`src/hw/rtl/srtm_pkg.sv`:
```
// ----------------------------------------------------------------------------
// srtm_pkg: shared constants for the scale-rotate-translate matrix builder
// Field widths, CORDIC start value and the arctangent table in 2^-32 turn.
// ----------------------------------------------------------------------------
package srtm_pkg;

    localparam int SCALE_W          = 24;
    localparam int ANGLE_W          = 16;
    localparam int POS_W            = 32;
    localparam int FRAC_BITS_DEF    = 16;
    localparam int TRIG_ITER_DEF    = 16;
    localparam int TABLE_LEN        = 24;
    localparam int CORDIC_W         = 32;
    localparam int CORDIC_FRAC      = 30;

    localparam logic signed [CORDIC_W-1:0] CORDIC_X0 = 32'sd652032875;

    // arctangent of 2^-i in units of 2^-32 turn
    function automatic logic signed [CORDIC_W-1:0] atan_turn(input int idx);
        logic signed [CORDIC_W-1:0] v;
        case (idx)
            0:       v = 32'h20000000;
            1:       v = 32'h12E4051E;
            2:       v = 32'h09FB385B;
            3:       v = 32'h051111D4;
            4:       v = 32'h028B0D43;
            5:       v = 32'h0145D7E1;
            6:       v = 32'h00A2F61E;
            7:       v = 32'h00517C55;
            8:       v = 32'h0028BE53;
            9:       v = 32'h00145F2F;
            10:      v = 32'h000A2F98;
            11:      v = 32'h000517CC;
            12:      v = 32'h00028BE6;
            13:      v = 32'h000145F3;
            14:      v = 32'h0000A2FA;
            15:      v = 32'h0000517D;
            16:      v = 32'h000028BE;
            17:      v = 32'h0000145F;
            18:      v = 32'h00000A30;
            19:      v = 32'h00000518;
            20:      v = 32'h0000028C;
            21:      v = 32'h00000146;
            22:      v = 32'h000000A3;
            default: v = 32'h00000051;
        endcase
        return v;
    endfunction

endpackage

```
`src/hw/rtl/srtm_cordic.sv`:
```
// ----------------------------------------------------------------------------
// srtm_cordic: pipelined CORDIC cosine/sine of a 16-bit binary angle
// One rotation step per register stage, then quadrant fix-up and rounding.
// ----------------------------------------------------------------------------
module srtm_cordic #(
    parameter int FRAC_BITS = srtm_pkg::FRAC_BITS_DEF,
    parameter int ITERS     = srtm_pkg::TRIG_ITER_DEF
) (
    input  logic                                 clk,
    input  logic                                 en,
    input  logic [srtm_pkg::ANGLE_W-1:0]         angle,
    output logic signed [FRAC_BITS+1:0]          cos_val,
    output logic signed [FRAC_BITS+1:0]          sin_val
);

    localparam int CW    = srtm_pkg::CORDIC_W;
    localparam int TW    = FRAC_BITS + 2;
    localparam int RSH   = srtm_pkg::CORDIC_FRAC - FRAC_BITS;
    localparam logic signed [CW-1:0] RND = CW'(1) <<< (RSH - 1);

    logic signed [CW-1:0] x_reg [ITERS];
    logic signed [CW-1:0] y_reg [ITERS];
    logic signed [CW-1:0] z_reg [ITERS];
    logic [1:0]           q_reg [ITERS];
    logic signed [TW-1:0] cos_reg;
    logic signed [TW-1:0] sin_reg;

    // quadrant and residual angle of the entering item
    logic [srtm_pkg::ANGLE_W-1:0] a_off;
    logic [1:0]                   q_in;
    logic [srtm_pkg::ANGLE_W-1:0] r_in;
    logic signed [CW-1:0]         z_in;

    always_comb
    begin
        a_off = angle + srtm_pkg::ANGLE_W'(8192);
        q_in  = a_off[srtm_pkg::ANGLE_W-1 -: 2];
        r_in  = angle - {q_in, {(srtm_pkg::ANGLE_W-2){1'b0}}};
        z_in  = CW'($signed(r_in)) <<< (CW - srtm_pkg::ANGLE_W);
    end

    // one rotation step per stage
    genvar i;
    generate
        for (i = 0; i < ITERS; i++)
        begin : g_step
            logic signed [CW-1:0] x_prev, y_prev, z_prev;
            logic [1:0]           q_prev;
            logic signed [CW-1:0] x_next, y_next, z_next;
            if (i == 0)
            begin : g_first
                assign x_prev = srtm_pkg::CORDIC_X0;
                assign y_prev = '0;
                assign z_prev = z_in;
                assign q_prev = q_in;
            end
            else
            begin : g_rest
                assign x_prev = x_reg[i-1];
                assign y_prev = y_reg[i-1];
                assign z_prev = z_reg[i-1];
                assign q_prev = q_reg[i-1];
            end
            always_comb
            begin
                if (!z_prev[CW-1])
                begin
                    x_next = x_prev - (y_prev >>> i);
                    y_next = y_prev + (x_prev >>> i);
                    z_next = z_prev - srtm_pkg::atan_turn(i);
                end
                else
                begin
                    x_next = x_prev + (y_prev >>> i);
                    y_next = y_prev - (x_prev >>> i);
                    z_next = z_prev + srtm_pkg::atan_turn(i);
                end
            end
            always_ff @(posedge clk)
            begin
                if (en)
                begin
                    x_reg[i] <= x_next;
                    y_reg[i] <= y_next;
                    z_reg[i] <= z_next;
                    q_reg[i] <= q_prev;
                end
            end
        end
    endgenerate

    // turn by the quadrant and round to the output format
    logic signed [CW-1:0] c_full, s_full, c_rnd, s_rnd;

    always_comb
    begin
        case (q_reg[ITERS-1])
            2'd0:    begin c_full = x_reg[ITERS-1];  s_full = y_reg[ITERS-1];  end
            2'd1:    begin c_full = -y_reg[ITERS-1]; s_full = x_reg[ITERS-1];  end
            2'd2:    begin c_full = -x_reg[ITERS-1]; s_full = -y_reg[ITERS-1]; end
            default: begin c_full = y_reg[ITERS-1];  s_full = -x_reg[ITERS-1]; end
        endcase
        c_rnd = (c_full + RND) >>> RSH;
        s_rnd = (s_full + RND) >>> RSH;
    end

    always_ff @(posedge clk)
    begin
        if (en)
        begin
            cos_reg <= c_rnd[TW-1:0];
            sin_reg <= s_rnd[TW-1:0];
        end
    end

    assign cos_val = cos_reg;
    assign sin_val = sin_reg;

endmodule

```
`config.mk`:
```
export PLATFORM = sky130hd
export DESIGN_NAME = srtm_cordic
export DESIGN_NICKNAME = d
export VERILOG_FILES = /design/src/hw/rtl/srtm_pkg.sv /design/src/hw/rtl/srtm_cordic.sv
export SDC_FILE = /design/constraint.sdc
export NUM_CORES = 2
export LEC_CHECK = 0
export BUFFER_PORTS_ARGS = -buffer_cell sky130_fd_sc_hd__buf_2
export CORE_UTILIZATION = 50
export CTS_CLUSTER_DIAMETER = 40
export DETAILED_ROUTE_END_ITERATION = 8
export HOLD_SLACK_MARGIN = 0.12
export PLACE_DENSITY = 0.65
export SLEW_MARGIN = 20
export SYNTH_ARGS = -nofsm -noshare
export SYNTH_HDL_FRONTEND = slang
export SYNTH_SLANG_ARGS = --single-unit
```
`constraint.sdc`:
```
create_clock -name clk -period 14.8 [get_ports clk]
set_input_delay 0.74 -clock clk [delete_from_list [all_inputs] [get_ports clk]]
set_output_delay 0.74 -clock clk [all_outputs]
set_load 0.005 [all_outputs]
```
==> metrics.yaml <==
slew_headroom_pct: 22.6
start_util_pct: 50.5
max-cap-violations: 0
core_area_mm2: 0.236
ant_nets: 0
routedWlPerCell_um: 19.4
syn_area_per_cell_um2: 9.64
grt_setup_unrepaired: "no"
area_delta_synth_final_pct: 11.5
ios: 54
num_rows: 178
synthArstFlopShare_pct: 0
grt-ovfl-total: 0
status: "complete, no violations"
clock.fmax_mhz: 172
regToRegSetupSlack_ns: 8.98
layout_commonest_cell: "edfxtp_1"
grt_pass1_wl_mm: 488
largest_reg_flops: 481
finalHoldViolCount: 0
synth_xor_xnor_area_share_pct: 13.0
synth_compound_area_share_pct: 19.1
ys.flop_type: "edfxtp_1"
netlist_area_mm2: 0.119
required_ns: 15.41
synth-seq-cells: 1435
slew_violations: 0
numPortBuffers: 53
synthCells: 12400
cts_sinks: 1435
mostFrequentLayoutCells: "edfxtp_1 (1435), a21oi_1 (1406), ha_1 (1402)"
postLayoutCoreUtil_pct: 56.3
met1_length_mm: 146
nets: 14100
synth_edf_count: 1435
worst-path-max-fanout: 6
synth_fa_ha_area_share_pct: 15.4
multi_input_area_mm2: 0.0736
ff_latch_area_mm2: 0.0431
fillerInstances: 20500
crit_type: "reg2reg"
yosysWarnings: 0
synthSimpleGateAreaFrac_pct: 13.1
fin_worst_skew_ns: 0.0642
grt_max_degree: 177
finalWirelength_mm: 310
synth_top_family_by_area: "compound AO/OA/AOI/OAI gates"
worstSkewPairLatency_ns: 0.91
finalCritPeriodShare_pct: 39.3
setup_viol: 0
fin_setup_tns_ns: 0
gr-usage-all-layers_pct: 24.9
start_kind: "flip-flop"
die_area_mm2: 0.240
die_w_um: 490
cts_hold_buf: 14
synth_mux_area_share_pct: 1.01
die_h_um: 490
worst_pin_slew_ns: 1.16
cp.arrival_ns: 6.42
min_path_type: "in2reg"
grt_pass1_vias: 89600
viasPerCell: 5.90
root_buffer: "clkbuf_16"
vias: 94100
drc: 0
seq_area_frac_synth_pct: 36.2
htreeDepth: 5
drive_gt1_share_pct: 5.50
route.met3.wl_mm: 16.5
drt_pre_antenna_iters: 6
drtIter0Drc: 7281
antenna_found_initial: 3
met2_length_mm: 139
tritoncts: "built"
min_period_ns: 5.82
cts_buffers: 289
synth_cell_types: 93
path_clk_slew_ns: 0.06
place_congestion: 0.951
hpwl_mm: 243
cp-end-kind: "flip-flop"
cts_resized: 0
topRoutingLayerUsed: "met4"
cts_buffer_depth: 4
cts_setup_buffers: 0
[worst max-delay path, stage by stage (launching register included)]
cell and delay (ns):
edfxtp_1 0.49, nor3_1 0.29, nand2b_1 0.14, nor3_1 0.29
nor4b_1 0.80, inv_1 0.27, nor2_1 0.32, nor2_1 0.09
xnor2_1 0.17, ha_1 0.42, nand2_1 0.07, o21ai_0 0.28
nor3_1 0.11, a211o_1 0.38, o211a_1 0.26, o21ai_0 0.30
a31oi_1 0.15, nor2b_1 0.17, o21ai_0 0.18, o21ai_0 0.25
xor2_1 0.09
[cell usage after synthesis, drive strengths merged, types with 84 or more instances]
cell type     n  area share [%]
nor3        348             1.5
nand2       598             1.9
o21bai      149            0.94
a31oi       139            0.73
inv         489             1.5
a21oi      1407             5.9
nor2b       162            0.86
ha         1402              15
a211oi      136            0.86
edfxtp     1435              36
o21ai       604             2.5
nor4         88            0.46
o21a        219             1.4
and2         84            0.44
xor2        586             4.3
nand3       196            0.82
clkbuf      140            0.44
a21o        447             2.8
xnor2      1186             8.7
nor2       1156             3.6
and3        116            0.61
nand2b      191             1.0
[per-layer routing]
layer,vias up,track usage (%)
li1,46400,-
met1,44600,35.1
met2,2498,40.1
met3,499,3.22
met4,0,6.76
met5,-,0
[worst paths after layout]
path,depth (start not counted),end,startpoint
min,2,q_reg[0][1],angle[15]
max reg2reg,20,x_reg[2][62],y_reg[2][7]
min reg2reg,0,q_reg[0][13],q_reg[0][11]
max,20,x_reg[2][62],y_reg[2][7]
[metrics by stage]
| step | std cells | setup WS, ns | cell area, um^2 | hold WS [ns] |
|---|---|---|---|---|
| global placement | 15400 | 9.27 | 123000 | 0.402 |
| finish | 16000 | 8.98 | 133000 | 0.366 |
| floorplan | 12400 | 10.05 | 119000 | 0.400 |
| global route | 16000 | 8.67 | 133000 | 0.319 |
| detailed placement | 15400 | 9.26 | 123000 | 0.407 |
| CTS | 16000 | 9.18 | 133000 | 0.315 |
[logic make-up (layout without fill, tap and decap cells)]
| family | count (synthesis) | in the layout |
|---|---|---|
| buffers and inverters | 674 | 1116 |
| AND/OR/NAND/NOR | 3264 | 3264 |
| flip-flops | 1435 | 1435 |
| adder cells (fa/ha/maj) | 1443 | 1443 |
| XOR/XNOR | 1772 | 1772 |
| AO/OA/AOI/OAI | 3653 | 3653 |
| multiplexers | 115 | 115 |
| other | 2 | 5 |
[final cells by class]
type,count,area share (%)
flip-flops and latches,1435,32.4
inverters,492,1.39
clock inverters,195,1.60
repair buffers,123,0.652
multi-input cells,10300,55.4
well taps,3150,2.97
clock buffers,306,5.57
diodes,1,0.00188
Power is not shown: default switching activity piles up to over one toggle a cycle in this logic, so the estimate is an artifact.
